===== config.mk =====
export PLATFORM = sky130hd
export DESIGN_NAME = bspu_issue
export DESIGN_NICKNAME = d
export VERILOG_FILES = /design/src/rtl/core/bspu_pkg.sv /design/src/rtl/core/bspu_issue.sv
export SDC_FILE = /design/constraint.sdc
export NUM_CORES = 1
export LEC_CHECK = 0
export ABC_AREA = 1
export BUFFER_PORTS_ARGS = -buffer_cell sky130_fd_sc_hd__buf_2
export CORE_MARGIN = 3
export CORE_UTILIZATION = 50
export CTS_BUF_LIST = sky130_fd_sc_hd__clkbuf_4
export DETAILED_ROUTE_END_ITERATION = 8
export PLACE_DENSITY = 0.83
export SLEW_MARGIN = 20
export SYNTH_ARGS = -nofsm -noshare
export SYNTH_HDL_FRONTEND = slang
export SYNTH_SLANG_ARGS = --single-unit

===== constraint.sdc =====
create_clock -name i_clk -period 6.1 [get_ports i_clk]
set_input_delay 1.525 -clock i_clk [delete_from_list [all_inputs] [get_ports i_clk]]
set_output_delay 1.525 -clock i_clk [all_outputs]
set_load 0.005 [all_outputs]

===== src/rtl/core/bspu_pkg.sv =====
// Shared types, constants and helper functions for the bit stream pack/unpack core.
package bspu_pkg;

    localparam int STORE_BYTES = 1024;
    localparam int TOTAL_BITS  = STORE_BYTES * 8;
    localparam int HEAD_W      = $clog2(TOTAL_BITS + 1);
    localparam int OUT_HEAD_W  = 14;
    localparam int BANK_DEPTH  = (STORE_BYTES + 1) / 2;
    localparam int BANK_AW     = (BANK_DEPTH > 1) ? $clog2(BANK_DEPTH) : 1;

    typedef logic [HEAD_W-1:0]     t_head;
    typedef logic [HEAD_W:0]       t_head_sum;
    typedef logic [OUT_HEAD_W-1:0] t_head_out;
    typedef logic [BANK_AW-1:0]    t_bank_addr;

    localparam t_head_sum TOTAL_SUM = t_head_sum'(TOTAL_BITS);

    typedef enum logic {
        CMD_WRITE = 1'b0,
        CMD_READ  = 1'b1
    } t_cmd;

    typedef struct packed {
        t_cmd       command;
        logic [7:0] write_data;
        logic [3:0] bit_count;
    } t_in;

    typedef struct packed {
        logic [7:0] read_value;
        t_head_out  head_after;
        logic       overflow;
    } t_out;

    // One item after head lookup and address generation.
    typedef struct packed {
        t_cmd       command;
        logic [7:0] data;
        logic [3:0] count;
        logic [2:0] off;
        logic       lo_odd;
        t_bank_addr even_addr;
        t_bank_addr odd_addr;
        logic       active;
        logic       overflow;
        t_head_out  head_after;
    } t_issue;

    // Write port traffic for both byte banks.
    typedef struct packed {
        logic       even_we;
        t_bank_addr even_addr;
        logic [7:0] even_data;
        logic       odd_we;
        t_bank_addr odd_addr;
        logic [7:0] odd_data;
    } t_bank_wr;

    function automatic logic [7:0] low_mask(input logic [3:0] n);
        logic [7:0] m;
        m = (n >= 4'd8) ? 8'hff : ~(8'hff << n[2:0]);
        return m;
    endfunction

endpackage


===== src/rtl/core/bspu_issue.sv =====
// Head registers, overflow check and bank address generation.
module bspu_issue (
    input  logic            i_clk,
    input  logic            i_rst_n,
    input  logic            i_accept,
    input  bspu_pkg::t_in   i_item,
    output bspu_pkg::t_issue o_issue
);

    bspu_pkg::t_head     r_write_head;
    bspu_pkg::t_head     r_read_head;
    bspu_pkg::t_head     head;
    bspu_pkg::t_head_sum sum;
    bspu_pkg::t_head     n_head;
    logic [3:0]          count;
    logic                ovf;
    logic                active;
    logic [bspu_pkg::HEAD_W-4:0] at;
    logic [bspu_pkg::HEAD_W-3:0] at_next;

    always_comb begin
        count   = i_item.bit_count[3] ? 4'd8 : i_item.bit_count;
        head    = (i_item.command == bspu_pkg::CMD_READ) ? r_read_head : r_write_head;
        sum     = {1'b0, head} + bspu_pkg::t_head_sum'(count);
        ovf     = (count != 4'd0) && (sum > bspu_pkg::TOTAL_SUM);
        active  = (count != 4'd0) && !ovf;
        n_head  = active ? sum[bspu_pkg::HEAD_W-1:0] : head;
        at      = head[bspu_pkg::HEAD_W-1:3];
        at_next = {1'b0, at} + {{(bspu_pkg::HEAD_W-3){1'b0}}, 1'b1};

        o_issue.command    = i_item.command;
        o_issue.data       = i_item.write_data & bspu_pkg::low_mask(count);
        o_issue.count      = count;
        o_issue.off        = head[2:0];
        o_issue.lo_odd     = at[0];
        // Even bank holds the even byte of the pair, odd bank the odd one.
        o_issue.even_addr  = at_next[bspu_pkg::BANK_AW:1];
        o_issue.odd_addr   = at[bspu_pkg::BANK_AW:1];
        o_issue.active     = active;
        o_issue.overflow   = ovf;
        o_issue.head_after = bspu_pkg::t_head_out'(n_head);
    end

    always_ff @(posedge i_clk) begin
        if (!i_rst_n) begin
            r_write_head <= '0;
            r_read_head  <= '0;
        end else if (i_accept && active) begin
            if (i_item.command == bspu_pkg::CMD_READ) begin
                r_read_head <= n_head;
            end else begin
                r_write_head <= n_head;
            end
        end
    end

endmodule


==> qor.yml <==
outcome: "complete, no violations"
synthDistinctLibCells: 33
cp_cell_sequence: "buf_2 -> nand2_1 -> o21ai_0 -> inv_1 -> ha_1 -> inv_1 -> fa_1 -> nand3b_1 -> nand2_4 -> nand3_1 -> nor3_1 -> inv_1 -> nand3_2 -> nand2_1 -> o21ai_1 -> buf_2"
finalSetupViolations: 0
fmax_mhz: 172.1
synth_area_per_cell_um2: 5.607
p_clk_share_pct: 22.5
p_total_mw: 0.5619
required_ns: 4.58
portBuffers: 66
route.met3.wl_um: 480
seqPwrFrac_pct: 36.0
ios: 67
core_area_mm2: 0.004942
die_w_um: 78.91
wl_um: 7361
post-route-drc-count: 0
cts_inserted_buffers: 3
fin_crit_sh_pct: 95.24
first_pass_iters: 4
fp-row-count: 25
synthToLayoutAreaGrowth_pct: 15.11
cts_root_buf: "clkbuf_4"
cts_tree: "yes"
clkTransAtPathRegs_ns: 0.15
via_per_inst: 4.983
dpl.hpwl_um: 5665
nets: 556
die_h_um: 78.91
drive_above_1_share_pct: 21.58
m1WireLength_um: 3644
min_period_ns: 5.810
cp.arrival_ns: 4.28
slew_violations: 0
cpMaxStageDelayCell: "fa_1"
internal-power_mw: 0.3478
p_per_area_mw_per_mm2: 183.7
slew_headroom_pct: 43.33
yosysSeqAreaShare_pct: 21.09
path_class: "input pin to output pin"
grt_antenna_before_repair: 0
syn-cell-area_mm2: 0.002658
n_antenna_cell: 0
hp-class: "flop to flop"
setup_tns_ns: 0
grt_max_degree: 29
synthCells: 474
grt_setup_unrepaired: "no"
p_leak_nw: 1.814
cts_num_sinks: 28
routed.top_layer: "met4"
die-area_mm2: 0.006226
track_usage_pct: 23.53
grt-ovfl-total: 0
drt_iter0_drc: 246
start_util_pct: 53.77
ys_warn_count: 0
hold_viol_final: 0
cpMostUsedCell: "inv_1"
sw_frac_of_total_pct: 38.11
synth_seq_cells: 28
cts_max_path_buffers: 2
syn_nets: 496
worst_pin_slew_ns: 0.8477
htreeDepth: 1
crit_path_start_kind: "input pin"
routed-wl-met2_um: 3164
max_stage_delay_ns: 0.39
vias: 2990
clk_latency_ns: 0.34
vdd_drop_max_v: 0.0001026
skew_ns: 0.01458
p_comb_share_pct: 41.5
ant_nets: 0
wl_per_cell_um: 12.27
grt_pass1_vias: 2535
cp_max_fo: 14
grt_pass1_wl_um: 11900
place.gp.congestion: 0.9785
worst_setup_path_end_kind: "output pin"
max-cap-violations: 0
switchingPower_mw: 0.2141
worst max-delay path: cells and delay by family:
| family | cells | cell delay [ns] |
|---|---|---|
| simple gates | 7 | 1.19 |
| buf+inv | 5 | 0.77 |
| fa+ha+maj | 2 | 0.57 |
| compound gates | 2 | 0.24 |
registers in the layout, summed over array words and instances (netlist names):
signal and flops:
r_read_head 14, r_write_head 14
cells in the mapped netlist, drive strengths merged:
cell type / count / area share (%)
a21boi: 2 / 0.56
a21oi: 5 / 0.94
a31oi: 1 / 0.24
and2: 1 / 0.24
buf: 14 / 4.4
clkbuf: 4 / 0.56
clkinv: 1 / 0.14
dfxtp: 28 / 21
fa: 1 / 0.75
ha: 5 / 2.4
inv: 93 / 13
nand2: 193 / 29
nand3: 23 / 4.8
nand3b: 1 / 0.28
nand4: 20 / 6.1
nor2: 58 / 9.4
nor3: 3 / 0.56
nor3b: 1 / 0.28
o21ai: 12 / 2.5
xnor2: 1 / 0.33
xor2: 7 / 2.3
stage by stage:
stage / setup slack [ns] / cell area (µm²) / hold slack, ns / util, % / instances
2_1_floorplan: 0.2714 / 2658 / 0.4830 / - / 474
3_3_place_gp: 0.2211 / 2962 / 0.4958 / 59.92 / 592
3_5_place_dp: 0.1269 / 2962 / 0.4972 / 59.92 / 592
4_1_cts: 0.1275 / 3014 / 0.5218 / 60.99 / 596
5_1_grt: 0.02607 / 3059 / 0.5550 / 61.90 / 600
6_report: 0.2903 / 3059 / 0.5192 / 61.90 / 600
layer usage:
layer	up-vias	track usage [%]
met5	-	0
met4	0	5.498
met3	6	1.474
met2	114	38.88
met1	1334	33.56
li1	1536	-
power by group through the flow:
stage	registers, mW	logic [mW]	clock network (mW)
6_report	0.202	0.233	0.126
5_1_grt	0.204	0.263	0.135
4_1_cts	0.202	0.227	0.128
3_5_place_dp	0.206	0.225	0
3_3_place_gp	0.206	0.223	0
2_1_floorplan	0.205	0.159	0
cell usage in the layout, fill, tap and decap left out, types with 3 or more instances in the layout:
cell	n
a21oi_1	5
buf_2	66
buf_4	6
clkbuf_4	3
dfxtp_1	28
ha_1	5
inv_1	85
inv_2	8
nand2_1	176
nand2_2	14
nand2_4	3
nand3_1	22
nand4_1	17
nor2_1	51
nor2_2	4
nor2_4	3
nor3_1	3
o21ai_0	8
xor2_1	7
path summary, 6_finish.rpt:
path                                startpoint                      endpoint  slack, ns  depth (start not counted)
hold reg to reg   r_write_head[0]$_SDFFE_PN0P_  r_write_head[0]$_SDFFE_PN0P_       0.52                          4
setup / recovery                    i_item[12]                    o_issue[3]       0.29                         16
setup reg to reg  r_write_head[2]$_SDFFE_PN0P_   r_read_head[4]$_SDFFE_PN0P_       2.88                         18
hold / removal    r_write_head[0]$_SDFFE_PN0P_  r_write_head[0]$_SDFFE_PN0P_       0.52                          4
area by class of cell:
type,count,area [µm²]
fillers,496,1883
multi-input cells,335,1634
flip-flops and latches,28,560.5
repair buffers,72,375.4
inverters,94,352.8
well taps,67,83.83
clock inverters,1,30.03
clock buffers,3,22.52
cells by family after synthesis:
group | synth area share, %
xor gates and xnor gates | 2.637
DFF | 21.09
AOI/OAI and AO/OA | 4.284
buffers and inverters | 18.27
adders and majority gates | 3.107
and+or+nand+nor | 50.61
timing repair:
| action | CTS | global route |
|---|---|---|
| endpoints found under the setup margin | 0 | 15 |
| hold buffers | 0 | 0 |
| setup buffers | 0 | 3 |
| gates resized for setup | 0 | 3 |
No activity file was read; power rests on OpenSTA's default activity.
