File: config.mk
export PLATFORM = sky130hd
export DESIGN_NAME = bspu_rmw
export DESIGN_NICKNAME = d
export VERILOG_FILES = /design/src/rtl/core/bspu_pkg.sv /design/src/rtl/core/bspu_rmw.sv
export SDC_FILE = /design/constraint.sdc
export NUM_CORES = 1
export LEC_CHECK = 0
export BUFFER_PORTS_ARGS = -buffer_cell sky130_fd_sc_hd__buf_4
export CAP_MARGIN = 40
export CORE_MARGIN = 4
export CORE_UTILIZATION = 45
export DETAILED_ROUTE_END_ITERATION = 10
export PLACE_DENSITY = 0.94
export SLEW_MARGIN = 20
export SYNTH_ARGS = -nofsm -noshare
export SYNTH_HDL_FRONTEND = slang
export SYNTH_SLANG_ARGS = --single-unit
File: constraint.sdc
create_clock -name vclk -period 3.1
set_clock_uncertainty 0.05 [all_clocks]
set_input_delay 0 -clock vclk [all_inputs]
set_output_delay 0 -clock vclk [all_outputs]
set_load 0.005 [all_outputs]
File: src/rtl/core/bspu_pkg.sv
// Shared types, constants and helper functions for the bit stream pack/unpack core.
package bspu_pkg;

    localparam int STORE_BYTES = 1024;
    localparam int TOTAL_BITS  = STORE_BYTES * 8;
    localparam int HEAD_W      = $clog2(TOTAL_BITS + 1);
    localparam int OUT_HEAD_W  = 14;
    localparam int BANK_DEPTH  = (STORE_BYTES + 1) / 2;
    localparam int BANK_AW     = (BANK_DEPTH > 1) ? $clog2(BANK_DEPTH) : 1;

    typedef logic [HEAD_W-1:0]     t_head;
    typedef logic [HEAD_W:0]       t_head_sum;
    typedef logic [OUT_HEAD_W-1:0] t_head_out;
    typedef logic [BANK_AW-1:0]    t_bank_addr;

    localparam t_head_sum TOTAL_SUM = t_head_sum'(TOTAL_BITS);

    typedef enum logic {
        CMD_WRITE = 1'b0,
        CMD_READ  = 1'b1
    } t_cmd;

    typedef struct packed {
        t_cmd       command;
        logic [7:0] write_data;
        logic [3:0] bit_count;
    } t_in;

    typedef struct packed {
        logic [7:0] read_value;
        t_head_out  head_after;
        logic       overflow;
    } t_out;

    // One item after head lookup and address generation.
    typedef struct packed {
        t_cmd       command;
        logic [7:0] data;
        logic [3:0] count;
        logic [2:0] off;
        logic       lo_odd;
        t_bank_addr even_addr;
        t_bank_addr odd_addr;
        logic       active;
        logic       overflow;
        t_head_out  head_after;
    } t_issue;

    // Write port traffic for both byte banks.
    typedef struct packed {
        logic       even_we;
        t_bank_addr even_addr;
        logic [7:0] even_data;
        logic       odd_we;
        t_bank_addr odd_addr;
        logic [7:0] odd_data;
    } t_bank_wr;

    function automatic logic [7:0] low_mask(input logic [3:0] n);
        logic [7:0] m;
        m = (n >= 4'd8) ? 8'hff : ~(8'hff << n[2:0]);
        return m;
    endfunction

endpackage

File: src/rtl/core/bspu_rmw.sv
// Forwarding, field extraction and byte-pair merge for the second stage.
module bspu_rmw (
    input  bspu_pkg::t_issue   i_issue,
    input  logic [7:0]         i_even_rdata,
    input  logic [7:0]         i_odd_rdata,
    input  bspu_pkg::t_bank_wr i_last_wr,
    output logic [7:0]         o_read_value,
    output bspu_pkg::t_bank_wr o_wr
);

    logic [7:0]  even_byte;
    logic [7:0]  odd_byte;
    logic [7:0]  lo_byte;
    logic [7:0]  hi_byte;
    logic [15:0] pair;
    logic [15:0] ext;
    logic [7:0]  new_lo;
    logic [7:0]  new_hi;
    logic [4:0]  end_bit;
    logic        lo_we;
    logic        hi_we;

    always_comb begin
        // Take the previous write when it hit the same entry this cycle's read saw stale.
        even_byte = (i_last_wr.even_we && (i_last_wr.even_addr == i_issue.even_addr))
                    ? i_last_wr.even_data : i_even_rdata;
        odd_byte  = (i_last_wr.odd_we && (i_last_wr.odd_addr == i_issue.odd_addr))
                    ? i_last_wr.odd_data : i_odd_rdata;
        lo_byte   = i_issue.lo_odd ? odd_byte : even_byte;
        hi_byte   = i_issue.lo_odd ? even_byte : odd_byte;

        pair = {hi_byte, lo_byte} >> i_issue.off;
        o_read_value = (i_issue.active && (i_issue.command == bspu_pkg::CMD_READ))
                       ? (pair[7:0] & bspu_pkg::low_mask(i_issue.count)) : 8'h00;

        ext     = {8'h00, i_issue.data} << i_issue.off;
        new_lo  = (lo_byte & ~(8'hff << i_issue.off)) | ext[7:0];
        new_hi  = ext[15:8];
        end_bit = {2'b00, i_issue.off} + {1'b0, i_issue.count};
        lo_we   = i_issue.active && (i_issue.command == bspu_pkg::CMD_WRITE);
        hi_we   = lo_we && (end_bit > 5'd8);

        o_wr.even_we   = i_issue.lo_odd ? hi_we : lo_we;
        o_wr.even_addr = i_issue.even_addr;
        o_wr.even_data = i_issue.lo_odd ? new_hi : new_lo;
        o_wr.odd_we    = i_issue.lo_odd ? lo_we : hi_we;
        o_wr.odd_addr  = i_issue.odd_addr;
        o_wr.odd_data  = i_issue.lo_odd ? new_lo : new_hi;
    end

endmodule

==> results of run 1 <==
## layout by cell type, fill, tap and decap left out, types with 3 or more instances in the layout
master,instances
nor2_1,39
o21ai_0,11
a311o_1,5
mux4_2,9
mux4_1,6
nand2_1,21
o211ai_1,3
inv_1,5
mux2_2,12
a31oi_1,3
nand2b_1,3
o2bb2ai_1,4
xor2_1,8
nand3_1,6
nor2b_1,4
mux2i_1,24
a22oi_1,5
nand4_1,7
and3_1,3
nor3_1,7
and2_1,4
a21oi_1,14
ha_1,3
buf_4,137
xnor2_1,10
## synthesized netlist by cell type, types with 3 or more instances
master / n
a21oi_1: 14
a22oi_1: 5
a311o_1: 5
a31oi_1: 3
and2_1: 4
and3_1: 3
buf_4: 20
clkbuf_1: 13
ha_1: 3
inv_1: 5
mux2_2: 12
mux2i_1: 24
mux4_1: 6
mux4_2: 9
nand2_1: 21
nand2b_1: 3
nand3_1: 6
nand4_1: 7
nor2_1: 39
nor2b_1: 4
nor3_1: 8
o211ai_1: 3
o21ai_0: 11
o2bb2ai_1: 4
xnor2_1: 10
xor2_1: 8
## cell families after synthesis
family	count (synthesis)	synth area share (%)
multiplexers	52	33.3
XOR/XNOR	18	7.01
AND/OR/NAND/NOR	105	23.4
adder cells (fa/ha/maj)	4	2.56
AO/OA/AOI/OAI	65	21.5
buffers and inverters	46	12.2
## layout make-up
class / instances / area, µm² / share of cell area [%]
Tap cell: 67 / 83.8 / 2.69
Inverter: 8 / 30.0 / 0.962
Multi-Input combinational cell: 244 / 1980 / 63.4
Timing Repair Buffer: 137 / 1030 / 32.9
## worst paths after layout
path / startpoint / end / slack (ns) / cells past startpoint
max: i_issue[19] / o_read_value[7] / 0.49 / 9
min: i_issue[32] / o_wr[33] / 0.13 / 2
## power by group through the flow
stage	Sequential (µW)	Combinational, µW	Clock (µW)
floorplan	0	251	0
global placement	0	435	0
detailed placement	0	448	0
CTS	0	450	0
global route	0	493	0
finish	0	455	0
## worst max-delay path, cell delays in order
cell and delay [ns]:
buf_4 0.12, xnor2_1 0.13, and2_0 0.34, and3_1 0.45
mux4_1 0.67, mux4_2 0.47, or3b_1 0.19, o41ai_2 0.06
buf_4 0.14
## through the flow
step / util [%] / setup slack [ns]
detailed placement: 65.2 / 0.507
global placement: 65.2 / 0.557
finish: 65.2 / 0.494
CTS: 65.2 / 0.515
global route: 65.2 / 0.369
floorplan: - / 0.915
## routing by layer
| layer | up-vias | part of all wire, % | track usage [%] |
|---|---|---|---|
| li1 | 1289 | - | - |
| met1 | 1243 | 38 | 29.4 |
| met2 | 162 | 52 | 43.6 |
| met3 | 15 | 8.5 | 2.06 |
| met4 | 0 | 1.7 | 3.32 |
| met5 | - | 0 | 0 |
==> out/summary.txt, run 1 <==
run status: complete, no violations
total track usage: 23.4%
number of cells in the finished layout apart from fillers: 456
Port Buffer Count: 132
reported net switching power: 217 µW
final wirelength: 7680 µm
highest fanout seen on the critical path: 7
Int Power: 238 µW
antenna-violating nets left: 0
clock network fraction of total power: 0%
global route overflow: 0
Synth Net Count: 397
critical path endpoint category: primary output
via count: 2709
crit path launch type: input port
hold bufs inserted after CTS: 0
critical path data required time: 3.05 ns
period utilization: 84.1%
relative area change from synthesis to final layout: 38.8%
area after detailed placement: 3120 µm²
cell area after layout: 3120 µm²
fraction of post-synthesis cell area in the top cell type by area: 10.7%
Core Box Area: 4790 µm²
number of endpoints failing setup at the final stage: 0
largest net degree at the start of global routing: 41
starting density of the core: 47.0%
I/O pin total: 147
RSZ-0062 raised after global routing: no
Die Y: 78.7 µm
initial antenna violation count: 0
worst min path class: input port to primary output
WS Path Type: input port to primary output
post-layout min period: 2.61 ns
Gates resized, CTS repair: 0
number of warnings issued by yosys: 0
setup repair bufs after CTS: 0
cell area after synthesis: 2250 µm²
first-pass GRT wire length: 12100 µm
drt drc: 0
signal arrival time at the worst endpoint: 2.56 ns
detailed-routing iteration count for the pre-antenna-repair pass: 5
full die area: 6190 µm²
share of layout cells above drive strength 1: 42.9%
Filler Cells Inserted: 386
peak supply drop: 101 µV
register share of total power: 0%
portion of the post-synthesis area used by sequential elements: 0%
Syn Inst Count: 290
footprint of the flip-flops and latches: 0 µm²
peak clock frequency supported by timing: 0.384 GHz
routed vias/inst: 5.94
worst-case hold slack: 0.134 ns
via count of the first global-routing pass: 2675
summed negative setup slack over all endpoints: 0 ns
Mean Syn Cell Area: 7.75 µm²
DR iter-0 viols: 317
Area contributors post-synth: mux2i_1 11%, mux4_2 9.0%, mux4_1 7.0%
width of the die: 78.7 µm
fraction of power spent switching nets: 47.7%
Std-Cell Rows: 25
number of nets in the layout: 498
Yosys cell types: 58
post-detailed-placement half-perimeter wirelength: 6450 µm
DR WL/cell: 16.8 µm
combinational cell fraction of total power: 100.0%
count of flip-flops and latches: 0
placed instance count: 456
headroom to the max-slew limit: 52.2%
placer congestion estimate: 0.911
transition time of the tightest slew-check pin: 0.717 ns
Final Max Slew Viols: 0
power density over cell area: 146 nW/µm²
most area-hungry cell type in the Yosys netlist: mux2i_1
diode insertion count for antenna repair: 0
final count of hold timing violations: 0
Static Leak: 0.00136 µW
count of clock buffers in the final design: 0
total power after layout: 455 µW
count of maximum capacitance violations: 0
No activity file was read; power rests on OpenSTA's default activity.
==> inputs of run 2 (changes only) <==
--- a/config.mk
+++ b/config.mk
@@ -8,9 +8,9 @@
 export BUFFER_PORTS_ARGS = -buffer_cell sky130_fd_sc_hd__buf_4
 export CAP_MARGIN = 40
 export CORE_MARGIN = 4
-export CORE_UTILIZATION = 45
+export CORE_UTILIZATION = 41
 export DETAILED_ROUTE_END_ITERATION = 10
-export PLACE_DENSITY = 0.94
+export PLACE_DENSITY = 0.9
 export SLEW_MARGIN = 20
 export SYNTH_ARGS = -nofsm -noshare
 export SYNTH_HDL_FRONTEND = slang
==> constraint.sdc (replaced) <==
create_clock -name vclk -period 2.25
set_clock_uncertainty 0.05 [all_clocks]
set_input_delay 0 -clock vclk [all_inputs]
set_output_delay 0 -clock vclk [all_outputs]
set_load 0.005 [all_outputs]
==> out/summary.txt, run 2 (synthesis results as in run 1) <==
Final Max Slew Viols: 0
power density over cell area: 208 nW/µm²
critical path endpoint category: primary output
via count of the first global-routing pass: 3047
largest net degree at the start of global routing: 34
Port Buffer Count: 132
Die Y: 82.1 µm
combinational cell fraction of total power: 100.0%
count of maximum capacitance violations: 0
crit path launch type: input port
WS Path Type: input port to primary output
DR iter-0 viols: 349
RSZ-0062 raised after global routing: yes
post-detailed-placement half-perimeter wirelength: 7030 µm
register share of total power: 0%
detailed-routing iteration count for the pre-antenna-repair pass: 5
most common library cell in the layout ignoring fill and taps: buf_4
width of the die: 82.1 µm
antenna-violating nets left: 0
DR WL/cell: 20.6 µm
highest fanout seen on the critical path: 3
violations in the final reports: negative setup slack
headroom to the max-slew limit: 61.7%
peak clock frequency supported by timing: 0.419 GHz
run status: complete, but fails checks
reported net switching power: 359 µW
transition time of the tightest slew-check pin: 0.571 ns
final wirelength: 9920 µm
share of layout cells above drive strength 1: 53.0%
period utilization: 106%
starting density of the core: 43.2%
peak supply drop: 125 µV
signal arrival time at the worst endpoint: 2.34 ns
initial antenna violation count: 0
number of endpoints failing setup at the final stage: 9
count of flip-flops and latches: 0
relative area change from synthesis to final layout: 59.7%
total track usage: 26.6%
Static Leak: 0.00157 µW
full die area: 6730 µm²
worst min path class: input port to primary output
I/O pin total: 147
number of nets in the layout: 520
fraction of power spent switching nets: 47.9%
clock network fraction of total power: 0%
final count of hold timing violations: 0
first-pass GRT wire length: 14300 µm
drt drc: 0
critical path data required time: 2.20 ns
routed vias/inst: 6.38
post-route core utilization: 69.0%
placer congestion estimate: 0.923
Core Box Area: 5200 µm²
post-layout min period: 2.39 ns
Int Power: 389 µW
minimum setup slack after placement: -0.173 ns
most used cells in the layout excluding fill and tap cells: 130 x buf_4, 39 x nor2_1, 28 x buf_6, 22 x mux2i_1, 21 x nand2_1
footprint of the flip-flops and latches: 0 µm²
worst setup margin: -0.139 ns
area after detailed placement: 3230 µm²
count of clock buffers in the final design: 0
Std-Cell Rows: 26
via count: 3071
cell area after layout: 3590 µm²
global route overflow: 0
diode insertion count for antenna repair: 0
-- run 2: power groups by stage --
stage / Clock [µW] / Combinational, µW / Sequential [µW]
global placement: 0 / 622 / 0
global route: 0 / 791 / 0
CTS: 0 / 673 / 0
finish: 0 / 748 / 0
detailed placement: 0 / 644 / 0
floorplan: 0 / 345 / 0
-- run 2: metal layers --
layer / vias to the layer above / track usage, % / part of all wire, %
met5: - / 0 / 0
met4: 0 / 12.3 / 5.9
met3: 66 / 2.85 / 10
met2: 259 / 47.9 / 52
met1: 1420 / 31.2 / 32
li1: 1326 / - / -
-- run 2: timing repair --
action                                  CTS  global route
endpoints found under the hold margin     0             0
endpoints found under the setup margin   10            12
buffers inserted                          5             3
hold buffers                              0             0
gates resized for setup                  33            36
pin swaps                                18            20
-- run 2: final cells by class --
type / instances / area, µm²
multi-input cells: 244 / 2170
fillers: 389 / 1620
repair buffers: 159 / 1310
well taps: 70 / 87.6
inverters: 8 / 30.0
-- run 2: path summary, 6_finish.rpt --
check                      from         endpoint  slack, ns  cells past startpoint
setup / recovery  i_last_wr[34]  o_read_value[7]      -0.14                     10
hold / removal      i_issue[27]         o_wr[28]       0.13                      2
-- run 2: worst max-delay path, stage by stage --
cell     delay (ns)
buf_6          0.10
xnor2_2        0.19
nand4_1        0.20
nor3_4         0.31
buf_6          0.14
mux4_2         0.54
mux4_2         0.48
or3b_1         0.19
o41ai_2        0.06
buf_4          0.14
-- run 2: metrics by stage --
| stage | power, µW | instances | TNS (ns) | hold slack (ns) |
|---|---|---|---|---|
| global placement | 622 | 473 | -0.739 | 0.134 |
| CTS | 673 | 478 | -0.239 | 0.127 |
| finish | 748 | 481 | -0.802 | 0.128 |
| detailed placement | 644 | 473 | -1.20 | 0.136 |
| floorplan | 345 | 290 | 0 | 0.0308 |
| global route | 791 | 481 | -1.76 | 0.131 |
